File: config.mk
export PLATFORM = sky130hd
export DESIGN_NAME = pingpong_pixel_line_buffer
export DESIGN_NICKNAME = d
export VERILOG_FILES = /design/src/design/ppplb_pkg.sv /design/src/design/ppplb_ram.sv /design/src/design/ppplb_front.sv /design/src/design/ppplb_back.sv /design/src/design/pingpong_pixel_line_buffer.sv
export VERILOG_INCLUDE_DIRS = /design/src /design/src/design
export SDC_FILE = /design/constraint.sdc
export NUM_CORES = 2
export LEC_CHECK = 0
export ABC_AREA = 1
export BUFFER_PORTS_ARGS = -buffer_cell sky130_fd_sc_hd__clkbuf_2
export CORE_MARGIN = 5
export CORE_UTILIZATION = 30
export DETAILED_ROUTE_END_ITERATION = 6
export PLACE_DENSITY_LB_ADDON = 0.2
export SKIP_CTS_REPAIR_TIMING = 1
export SLEW_MARGIN = 20
export SYNTH_ARGS = -nofsm -noshare
export SYNTH_HDL_FRONTEND = slang
export SYNTH_SLANG_ARGS = --single-unit
File: constraint.sdc
create_clock -name clk -period 16.5 [get_ports clk]
set_clock_uncertainty 0.05 [all_clocks]
set_input_delay 0.825 -clock clk [delete_from_list [all_inputs] [get_ports clk]]
set_output_delay 0.825 -clock clk [all_outputs]
set_load 0.01 [all_outputs]
File: src/design/assert_macros.svh
// Assertion helpers shared by the line buffer RTL.
// Define ASSERT_OFF to compile the checks out.
`ifndef ASSERT_MACROS_SVH
`define ASSERT_MACROS_SVH

`ifndef ASSERT_OFF

// Property must hold at every clock edge outside reset.
`define ASSERT_CLK(name, clk, rst, prop, msg) \
  name: assert property (@(posedge clk) disable iff (rst) prop) else $error(msg);

// Expression must never be true outside reset.
`define ASSERT_NEVER(name, clk, rst, expr, msg) \
  name: assert property (@(posedge clk) disable iff (rst) !(expr)) else $error(msg);

`else

`define ASSERT_CLK(name, clk, rst, prop, msg)
`define ASSERT_NEVER(name, clk, rst, expr, msg)

`endif

`endif

File: src/design/ppplb_pkg.sv
`default_nettype none

package ppplb_pkg;

  localparam int WORD_W      = 64;
  localparam int PIXEL_W     = 12;
  localparam int ADDR_W      = 32;
  localparam int CFG_INDEX_W = 2;

  // Input mode codes
  localparam logic [1:0] MODE_PIXEL = 2'd0;
  localparam logic [1:0] MODE_BEAT  = 2'd1;
  localparam logic [1:0] MODE_GRANT = 2'd2;

  // Read response code for a good beat
  localparam logic [1:0] RESP_OKAY = 2'd0;

  // Configuration register indexes
  localparam logic [CFG_INDEX_W-1:0] REG_BASE = 2'd0;
  localparam logic [CFG_INDEX_W-1:0] REG_TOP  = 2'd1;

  typedef struct packed {
    logic [1:0]        mode;
    logic [WORD_W-1:0] beat_data;
    logic [1:0]        beat_response;
  } in_item_t;

  typedef struct packed {
    logic [PIXEL_W-1:0] pixel;
    logic [ADDR_W-1:0]  fetch_address;
    logic               fetch_enable;
    logic               display_bank;
    logic               swapped;
  } result_t;

  // Operation decoded by the front end
  typedef enum logic [1:0] {
    OP_PIXEL,
    OP_BEAT,
    OP_GRANT,
    OP_NONE
  } op_t;

  typedef struct packed {
    op_t               op;
    logic              store;
    logic [WORD_W-1:0] data;
  } queue_entry_t;

  typedef struct packed {
    logic         valid;
    queue_entry_t entry;
  } queue_head_t;

  typedef struct packed {
    logic                   valid;
    logic [CFG_INDEX_W-1:0] index;
    logic [ADDR_W-1:0]      data;
  } cfg_write_t;

endpackage

`default_nettype wire

File: src/design/ppplb_ram.sv
`default_nettype none

module ppplb_ram #(
  parameter int WIDTH = 64,
  parameter int DEPTH = 64
) (
  input  wire logic                     clk,
  input  wire logic                     we,
  input  wire logic [$clog2(DEPTH)-1:0] waddr,
  input  wire logic [WIDTH-1:0]         wdata,
  input  wire logic                     re,
  input  wire logic [$clog2(DEPTH)-1:0] raddr,
  output logic      [WIDTH-1:0]         rdata
);

  logic [WIDTH-1:0] mem [DEPTH];

  // One write port, one registered read port
  always_ff @(posedge clk) begin
    if (we) begin
      mem[waddr] <= wdata;
    end
    if (re) begin
      rdata <= mem[raddr];
    end
  end

endmodule

`default_nettype wire

File: src/design/ppplb_front.sv
`default_nettype none

`include "assert_macros.svh"

module ppplb_front
  import ppplb_pkg::*;
(
  input  wire logic     clk,
  input  wire logic     rst,
  input  wire logic     start,
  output logic          busy,
  input  wire in_item_t in_item,
  input  wire logic     pop,
  output queue_head_t   head
);

  logic [1:0]   count;
  queue_entry_t slot0;
  queue_entry_t slot1;
  queue_entry_t entry_in;
  logic         push;

  // Classify the incoming item
  always_comb begin
    entry_in.data  = in_item.beat_data;
    entry_in.store = (in_item.beat_response == RESP_OKAY);
    unique case (in_item.mode)
      MODE_PIXEL: entry_in.op = OP_PIXEL;
      MODE_BEAT:  entry_in.op = OP_BEAT;
      MODE_GRANT: entry_in.op = OP_GRANT;
      default:    entry_in.op = OP_NONE;
    endcase
  end

  assign busy       = (count == 2'd2);
  assign push       = start && !busy;
  assign head.valid = (count != 2'd0);
  assign head.entry = slot0;

  // Two-entry queue, head always in slot0
  always_ff @(posedge clk) begin
    if (rst) begin
      count <= 2'd0;
    end else begin
      if (push && !pop) begin
        count <= count + 2'd1;
      end else if (pop && !push) begin
        count <= count - 2'd1;
      end
    end
    if (pop) begin
      slot0 <= (push && count == 2'd1) ? entry_in : slot1;
      if (push && count == 2'd2) begin
        slot1 <= entry_in;
      end else if (push) begin
        slot1 <= entry_in;
      end
    end else if (push) begin
      if (count == 2'd0) begin
        slot0 <= entry_in;
      end else begin
        slot1 <= entry_in;
      end
    end
  end

  `ASSERT_NEVER(a_pop_empty, clk, rst, pop && count == 2'd0, "pop from empty queue")

endmodule

`default_nettype wire

File: src/design/ppplb_back.sv
`default_nettype none

`include "assert_macros.svh"

module ppplb_back
  import ppplb_pkg::*;
#(
  parameter int WORDS_PER_BANK = 32,
  parameter int FETCH_STRIDE   = 256,
  parameter int PIXEL_BITS     = 12,
  parameter int LANES_PER_WORD = 4
) (
  input  wire logic        clk,
  input  wire logic        rst,
  input  wire queue_head_t head,
  output logic             pop,
  input  wire cfg_write_t  cfg,
  output logic             result_valid,
  output result_t          result
);

  localparam int WBITS      = $clog2(WORDS_PER_BANK);
  localparam int LBITS      = (LANES_PER_WORD > 1) ? $clog2(LANES_PER_WORD) : 1;
  localparam int ABITS      = WBITS + 1;
  localparam int DEPTH      = 2 ** ABITS;
  localparam int LANE_WIDTH = WORD_W / LANES_PER_WORD;
  localparam logic [WBITS-1:0]   WORD_LAST = WBITS'(WORDS_PER_BANK - 1);
  localparam logic [LBITS-1:0]   LANE_LAST = LBITS'(LANES_PER_WORD - 1);
  localparam logic [PIXEL_W-1:0] PIX_MASK  = PIXEL_W'((1 << PIXEL_BITS) - 1);
  localparam logic [ADDR_W:0]    STRIDE    = (ADDR_W + 1)'(FETCH_STRIDE);

  typedef enum logic {
    S_IDLE,
    S_READ
  } state_t;

  state_t             state, state_next;
  logic [WBITS-1:0]   read_word_index, read_word_index_next;
  logic [LBITS-1:0]   lane_index, lane_index_next;
  logic [WBITS-1:0]   fill_word_index, fill_word_index_next;
  logic               fill_done, fill_done_next;
  logic               display_select, display_select_next;
  logic [ADDR_W-1:0]  base_address, base_address_next;
  logic [ADDR_W-1:0]  top_address, top_address_next;
  logic [ADDR_W-1:0]  next_fetch_address, next_fetch_address_next;
  logic [ADDR_W-1:0]  fetch_hold, fetch_hold_next;
  logic [PIXEL_W-1:0] pixel_hold, pixel_hold_next;
  logic               swapped_next;
  logic               emit;
  logic [DEPTH-1:0]   word_valid;
  logic               rd_valid;

  logic [ABITS-1:0]   raddr;
  logic [ABITS-1:0]   waddr;
  logic               ren;
  logic               wen;
  logic [WORD_W-1:0]  rd_data;
  logic [6:0]         shift_amt;
  logic [WORD_W-1:0]  lane_data;
  logic [ADDR_W:0]    step;
  result_t            result_next;

  // Bank access: display bank read, fill bank written
  assign pop   = (state == S_IDLE) && head.valid;
  assign raddr = {display_select, read_word_index};
  assign waddr = {~display_select, fill_word_index};
  assign ren   = pop && head.entry.op == OP_PIXEL;
  assign wen   = pop && head.entry.op == OP_BEAT && !fill_done && head.entry.store;

  ppplb_ram #(
    .WIDTH (WORD_W),
    .DEPTH (DEPTH)
  ) u_bank_ram (
    .clk   (clk),
    .we    (wen),
    .waddr (waddr),
    .wdata (head.entry.data),
    .re    (ren),
    .raddr (raddr),
    .rdata (rd_data)
  );

  // Lane select of the word read last cycle
  assign shift_amt = 7'(lane_index) * 7'(LANE_WIDTH);
  assign lane_data = rd_data >> shift_amt;
  assign step      = {1'b0, next_fetch_address} + STRIDE;

  // Item execution
  always_comb begin
    state_next              = state;
    read_word_index_next    = read_word_index;
    lane_index_next         = lane_index;
    fill_word_index_next    = fill_word_index;
    fill_done_next          = fill_done;
    display_select_next     = display_select;
    base_address_next       = base_address;
    top_address_next        = top_address;
    next_fetch_address_next = next_fetch_address;
    fetch_hold_next         = fetch_hold;
    pixel_hold_next         = pixel_hold;
    swapped_next            = 1'b0;
    emit                    = 1'b0;

    unique case (state)
      S_IDLE: begin
        if (head.valid) begin
          unique case (head.entry.op)
            OP_PIXEL: begin
              state_next = S_READ;
            end
            OP_BEAT: begin
              emit = 1'b1;
              if (!fill_done) begin
                if (fill_word_index == WORD_LAST) begin
                  fill_word_index_next = '0;
                  fill_done_next       = 1'b1;
                end else begin
                  fill_word_index_next = fill_word_index + 1'b1;
                end
              end
            end
            OP_GRANT: begin
              emit            = 1'b1;
              fetch_hold_next = next_fetch_address;
              if (step < {1'b0, top_address}) begin
                next_fetch_address_next = step[ADDR_W-1:0];
              end else begin
                next_fetch_address_next = base_address;
              end
            end
            default: begin
              emit = 1'b1;
            end
          endcase
        end
      end
      S_READ: begin
        emit            = 1'b1;
        state_next      = S_IDLE;
        pixel_hold_next = rd_valid ? (lane_data[PIXEL_W-1:0] & PIX_MASK) : '0;
        if (lane_index == LANE_LAST) begin
          lane_index_next = '0;
          if (read_word_index == WORD_LAST) begin
            read_word_index_next = '0;
            display_select_next  = ~display_select;
            fill_word_index_next = '0;
            fill_done_next       = 1'b0;
            swapped_next         = 1'b1;
          end else begin
            read_word_index_next = read_word_index + 1'b1;
          end
        end else begin
          lane_index_next = lane_index + 1'b1;
        end
      end
      default: begin
        state_next = S_IDLE;
      end
    endcase

    // Register writes, taken whenever valid; the sender is to send them only with nothing in flight, unenforced here
    if (cfg.valid) begin
      unique case (cfg.index)
        REG_BASE: begin
          base_address_next       = cfg.data;
          next_fetch_address_next = cfg.data;
          fetch_hold_next         = cfg.data;
        end
        REG_TOP: begin
          top_address_next = cfg.data;
        end
        default: begin
        end
      endcase
    end

    result_next.pixel         = pixel_hold_next;
    result_next.fetch_address = fetch_hold_next;
    result_next.fetch_enable  = ~fill_done_next;
    result_next.display_bank  = display_select_next;
    result_next.swapped       = swapped_next;
  end

  // State and result register
  always_ff @(posedge clk) begin
    if (rst) begin
      state              <= S_IDLE;
      read_word_index    <= '0;
      lane_index         <= '0;
      fill_word_index    <= '0;
      fill_done          <= 1'b0;
      display_select     <= 1'b0;
      base_address       <= '0;
      top_address        <= '0;
      next_fetch_address <= '0;
      fetch_hold         <= '0;
      pixel_hold         <= '0;
      word_valid         <= '0;
      result_valid       <= 1'b0;
    end else begin
      state              <= state_next;
      read_word_index    <= read_word_index_next;
      lane_index         <= lane_index_next;
      fill_word_index    <= fill_word_index_next;
      fill_done          <= fill_done_next;
      display_select     <= display_select_next;
      base_address       <= base_address_next;
      top_address        <= top_address_next;
      next_fetch_address <= next_fetch_address_next;
      fetch_hold         <= fetch_hold_next;
      pixel_hold         <= pixel_hold_next;
      result_valid       <= emit;
      if (wen) begin
        word_valid[waddr] <= 1'b1;
      end
    end
    if (ren) begin
      rd_valid <= word_valid[raddr];
    end
    result <= result_next;
  end

  `ASSERT_CLK(a_read_one_cycle, clk, rst, state == S_READ |=> state == S_IDLE, "read stuck")
  `ASSERT_CLK(a_fill_parked, clk, rst, fill_done |-> fill_word_index == '0, "fill index not parked")
  `ASSERT_CLK(a_swap_refill, clk, rst, result_valid && result.swapped |-> result.fetch_enable, "swap without refill")

endmodule

`default_nettype wire

File: src/design/pingpong_pixel_line_buffer.sv
// A beat, grant or unused item passes the front-end queue and the result register before
// its result strobe; a pixel request also waits in S_READ for the registered bank RAM read.
// One beat or grant per cycle while no pixel read is in S_READ; the back end takes no new
// item during a pixel read; busy rises when the two-entry queue is full.
// Reset (synchronous): indexes, bank select and registers clear; never-written words read 0.
`default_nettype none

module pingpong_pixel_line_buffer
  import ppplb_pkg::*;
#(
  parameter int WORDS_PER_BANK = 32,
  parameter int FETCH_STRIDE   = 256,
  parameter int PIXEL_BITS     = 12,
  parameter int LANES_PER_WORD = 4
) (
  input  wire logic                   clk,
  input  wire logic                   rst,
  input  wire logic                   start,
  output logic                        busy,
  input  wire in_item_t               in_item,
  output logic                        result_valid,
  output result_t                     result,
  input  wire logic                   cfg_valid,
  output logic                        cfg_ready,
  input  wire logic [CFG_INDEX_W-1:0] cfg_index,
  input  wire logic [ADDR_W-1:0]      cfg_data
);

  queue_head_t head;
  logic        pop;
  cfg_write_t  cfg;

  // Register writes are always taken
  assign cfg_ready = 1'b1;
  assign cfg.valid = cfg_valid && cfg_ready;
  assign cfg.index = cfg_index;
  assign cfg.data  = cfg_data;

  ppplb_front u_front (
    .clk     (clk),
    .rst     (rst),
    .start   (start),
    .busy    (busy),
    .in_item (in_item),
    .pop     (pop),
    .head    (head)
  );

  ppplb_back #(
    .WORDS_PER_BANK (WORDS_PER_BANK),
    .FETCH_STRIDE   (FETCH_STRIDE),
    .PIXEL_BITS     (PIXEL_BITS),
    .LANES_PER_WORD (LANES_PER_WORD)
  ) u_back (
    .clk          (clk),
    .rst          (rst),
    .head         (head),
    .pop          (pop),
    .cfg          (cfg),
    .result_valid (result_valid),
    .result       (result)
  );

endmodule

`default_nettype wire
==> results.tsv <==
stage	metric	value	unit
power_and_ir_drop	switch share	25.3	%
timing	max-slew violation count	0	
clock_tree	Inserted Clock Buffers	384	
placement	Routability Congestion	0.794	
final_layout	multi-input logic area	0.0312	sq mm
worst_setup_path	CP top delay family	buffers and inverters	
timing	TNS Setup	0	ns
clock_tree	Longest Clk Path Bufs	4	
global_route	first-pass GRT wire length	658000	microns
placement	PortBufs	138	
routing	WL/cell	27.3	microns
final_layout	fin cells	17161	
final_layout	most frequent cells in the layout	edfxtp_1 (3,223), nor2_1 (2,084), o21ai_0 (1,881)	
final_layout	Reg area	0.102	sq mm
clock_tree	H-Tree Level Count	5	
floorplanning	row cnt	248	
routing	Vias	91395	
hold_path	min-delay worst type	input port to flop	
global_route	pin count of the biggest net entering global routing	195	
global_route	initial antenna violation count	22	
floorplanning	top-level I/O count	156	
synthesis	top_reg_cell synth	edfxtp_1	
timing	final setup fails	0	
worst_setup_path	CP bufs+invs	5	
timing	crit path time final	6.38	ns
final_layout	Nets	10983	
timing	fmax	157	MHz
worst_setup_path	critical path type	flop to flop	
synthesis	Ys Warns	0	
synthesis	number of flops mapped to enable cells by yosys	3223	
synthesis	Synth Cell Area	0.137	sq mm
placement	HPWL after detailed placement	238000	microns
final_layout	synthesis-to-finish area growth	14.7	%
worst_setup_path	Critical Path Source Type	flop	
synthesis	post-synthesis sequential area ratio	74.6	%
floorplanning	die area	0.470	sq mm
power_and_ir_drop	cell internal pwr	0.0163	W
synthesis	asr flop ratio synth	0	%
floorplanning	Core ar.	0.456	sq mm
power_and_ir_drop	clock share of power	38.4	%
timing	Worst slew margin	22.8	%
final_layout	commonest non-fill, non-tap cell in the layout	edfxtp_1	
floorplanning	die width	685	microns
worst_setup_path	most used cell, CP	buf_4	
final_layout	Final Cell Area	0.157	sq mm
worst_setup_path	CP max stage cell	dfxtp_4	
clock_tree	worst skew pair latency	0.98	ns
global_route	GRT overflow	0	
routing	Iter 0 DRT Violations	9287	
worst_setup_path	crit path max fanout	77	
power_and_ir_drop	Flop pwr share	51.7	%
power_and_ir_drop	Sw Pwr	0.00552	W
job	total of max-cap violations	0	
floorplanning	Initial Utilization	30.0	%
power_and_ir_drop	total leakage power	51.4	nW
global_route	vias in the first global route	88719	
timing	worst-margin pin slew	1.16	ns
placement	Area after DPL	0.144	sq mm
worst_setup_path	Worst Path Required	17.17	ns
worst_setup_path	max incr delay on CP	0.82	ns
final_layout	layout cell share with drive strength beyond 1	9.72	%
clock_tree	CTS tree	built	
worst_setup_path	crit-path cells	buf_4, buf_4, buf_4, buf_4, buf_4, o21ai_0, o22ai_1, o21ai_0, o22ai_1, nor2_1, o21ai_1	
timing	final period utilization	38.7	%
power_and_ir_drop	Comb pwr share	10.0	%
placement	placed insts	16417	
synthesis	Synth Area per Inst	12.7	sq um
final_layout	Layout fillers	44212	
run_status	status	finished clean	
routing	WL final	469000	microns
synthesis	Cell variety after synth	43	
power_and_ir_drop	worst vdd ir	107	uV
timing	RSZ-0062 raised after global routing	false	
routing	drt first pass iters	6	
synthesis	syn nets	10925	
floorplanning	chip height	685	microns
worst_setup_path	crit path DAT	7.06	ns
clock_tree	clock sinks	3492	
clock_tree	clock-pin slew on the worst setup and hold paths	0.06	ns
power_and_ir_drop	Power Dens Cells	139	mW/mm^2
routing	vias per cell	5.33	
clock_tree	CTS root buffer	clkbuf_16	
routing	DRT antenna net count	0	
synthesis	Seq cells post-synth	3492	
timing	Final Hold Viols	0	
global_route	GRT Total Usage	19.1	%
routing	Residual DRC	0	
worst_setup_path	CP endpoint kind	flop	
synthesis	cells after synthesis	10777	
==> flip-flops by register name, indices dropped and copies added, names as in the netlist, 2 cells and up <==
register,count
u_back.top_address,32
u_back.read_word_index,5
u_back.base_address,32
u_front.head,51
u_back.lane_index,2
u_back.u_bank_ram.mem,3072
u_back.word_valid,64
u_back.u_bank_ram.rdata,48
u_front.slot1,51
u_back.pixel_hold,12
u_back.next_fetch_address,32
u_back.fetch_hold,32
u_back.fill_word_index,5
u_back.result,47
u_front.count,2
==> layer usage <==
layer | part of all wire [%] | global-route usage (%)
met5 | 0.013 | 0
met4 | 3.8 | 6.71
met3 | 6.2 | 2.29
met2 | 47 | 31.2
met1 | 43 | 26.4
==> final timing paths <==
kind | from | endpoint | slack (ns) | depth (start not counted)
setup / recovery | u_back.read_word_index[0] | u_back.u_bank_ram.rdata[43] | 10.12 | 11
setup reg to reg | u_back.read_word_index[0] | u_back.u_bank_ram.rdata[43] | 10.12 | 11
hold reg to reg | u_back.top_address[0] | u_back.top_address[0] | 0.40 | 2
hold / removal | in_item[26] | u_front.slot1[24] | 0.03 | 1
==> power groups by stage <==
stage | combinational, W | sequential (W) | clock, W
after floorplan | 0.000487 | 0.0120 | 0
after global placement | 0.00209 | 0.0114 | 0
after detailed placement | 0.00218 | 0.0114 | 0
after CTS | 0.00219 | 0.0113 | 0.00853
after global routing | 0.00235 | 0.0113 | 0.00888
final | 0.00217 | 0.0112 | 0.00836
==> area by class of cell <==
| type | instances | area share, % |
|---|---|---|
| Clock inverter | 206 | 1.22 |
| Timing Repair Buffer | 441 | 2.11 |
| Inverter | 135 | 0.346 |
| Multi-Input combinational cell | 6381 | 19.9 |
| Clock buffer | 501 | 6.53 |
| Antenna cell | 5 | 0.00797 |
| Tap cell | 6000 | 4.78 |
| Sequential cell | 3492 | 65.1 |
==> metrics by stage <==
| step | setup WS [ns] | power (W) | hold WS (ns) | util, % |
|---|---|---|---|---|
| floorplan | 11.16 | 0.0125 | 0.370 | - |
| global placement | 10.15 | 0.0135 | 0.390 | 31.7 |
| detailed placement | 10.09 | 0.0136 | 0.390 | 31.7 |
| CTS | 10.15 | 0.0220 | -0.109 | 34.4 |
| global route | 9.75 | 0.0225 | 0.000118 | 34.4 |
| finish | 10.12 | 0.0218 | 0.0337 | 34.4 |
==> cell families (layout without fill, tap and decap cells) <==
group,after synthesis,in the layout,synth area share [%]
compound gates,3205,3205,12.8
xor+xnor,18,18,0.115
fa+ha+maj,42,42,0.384
buf+inv,904,1283,2.94
flops,3492,3492,74.6
mux,51,51,0.420
other cells,1,6,0.00274
simple gates,3064,3064,8.73
==> cells in the mapped netlist, types with 4 or more instances <==
| cell type | count | share of area, % |
|---|---|---|
| clkbuf_1 | 454 | 1.2 |
| o21ai_0 | 1882 | 6.9 |
| a22oi_1 | 5 | 0.027 |
| xnor2_1 | 6 | 0.038 |
| o22ai_1 | 884 | 4.0 |
| mux2_2 | 51 | 0.42 |
| dfxtp_1 | 269 | 3.9 |
| nand3_1 | 191 | 0.70 |
| nand2_1 | 645 | 1.8 |
| ha_1 | 42 | 0.38 |
| buf_4 | 48 | 0.26 |
| a21oi_1 | 182 | 0.67 |
| o221ai_1 | 29 | 0.19 |
| edfxtp_1 | 3223 | 71 |
| nor2_1 | 2148 | 5.9 |
| a31oi_1 | 5 | 0.023 |
| buf_6 | 26 | 0.21 |
| nor3_1 | 15 | 0.055 |
| nand3b_1 | 13 | 0.071 |
| buf_2 | 205 | 0.75 |
| clkinv_1 | 4 | 0.011 |
| o21ai_1 | 144 | 0.53 |
| o211ai_1 | 62 | 0.34 |
| inv_1 | 128 | 0.35 |
| nand4_1 | 26 | 0.12 |
| or2_2 | 15 | 0.069 |
| xor2_1 | 12 | 0.077 |
| buf_1 | 36 | 0.099 |
(Power assumes the default switching activity.)
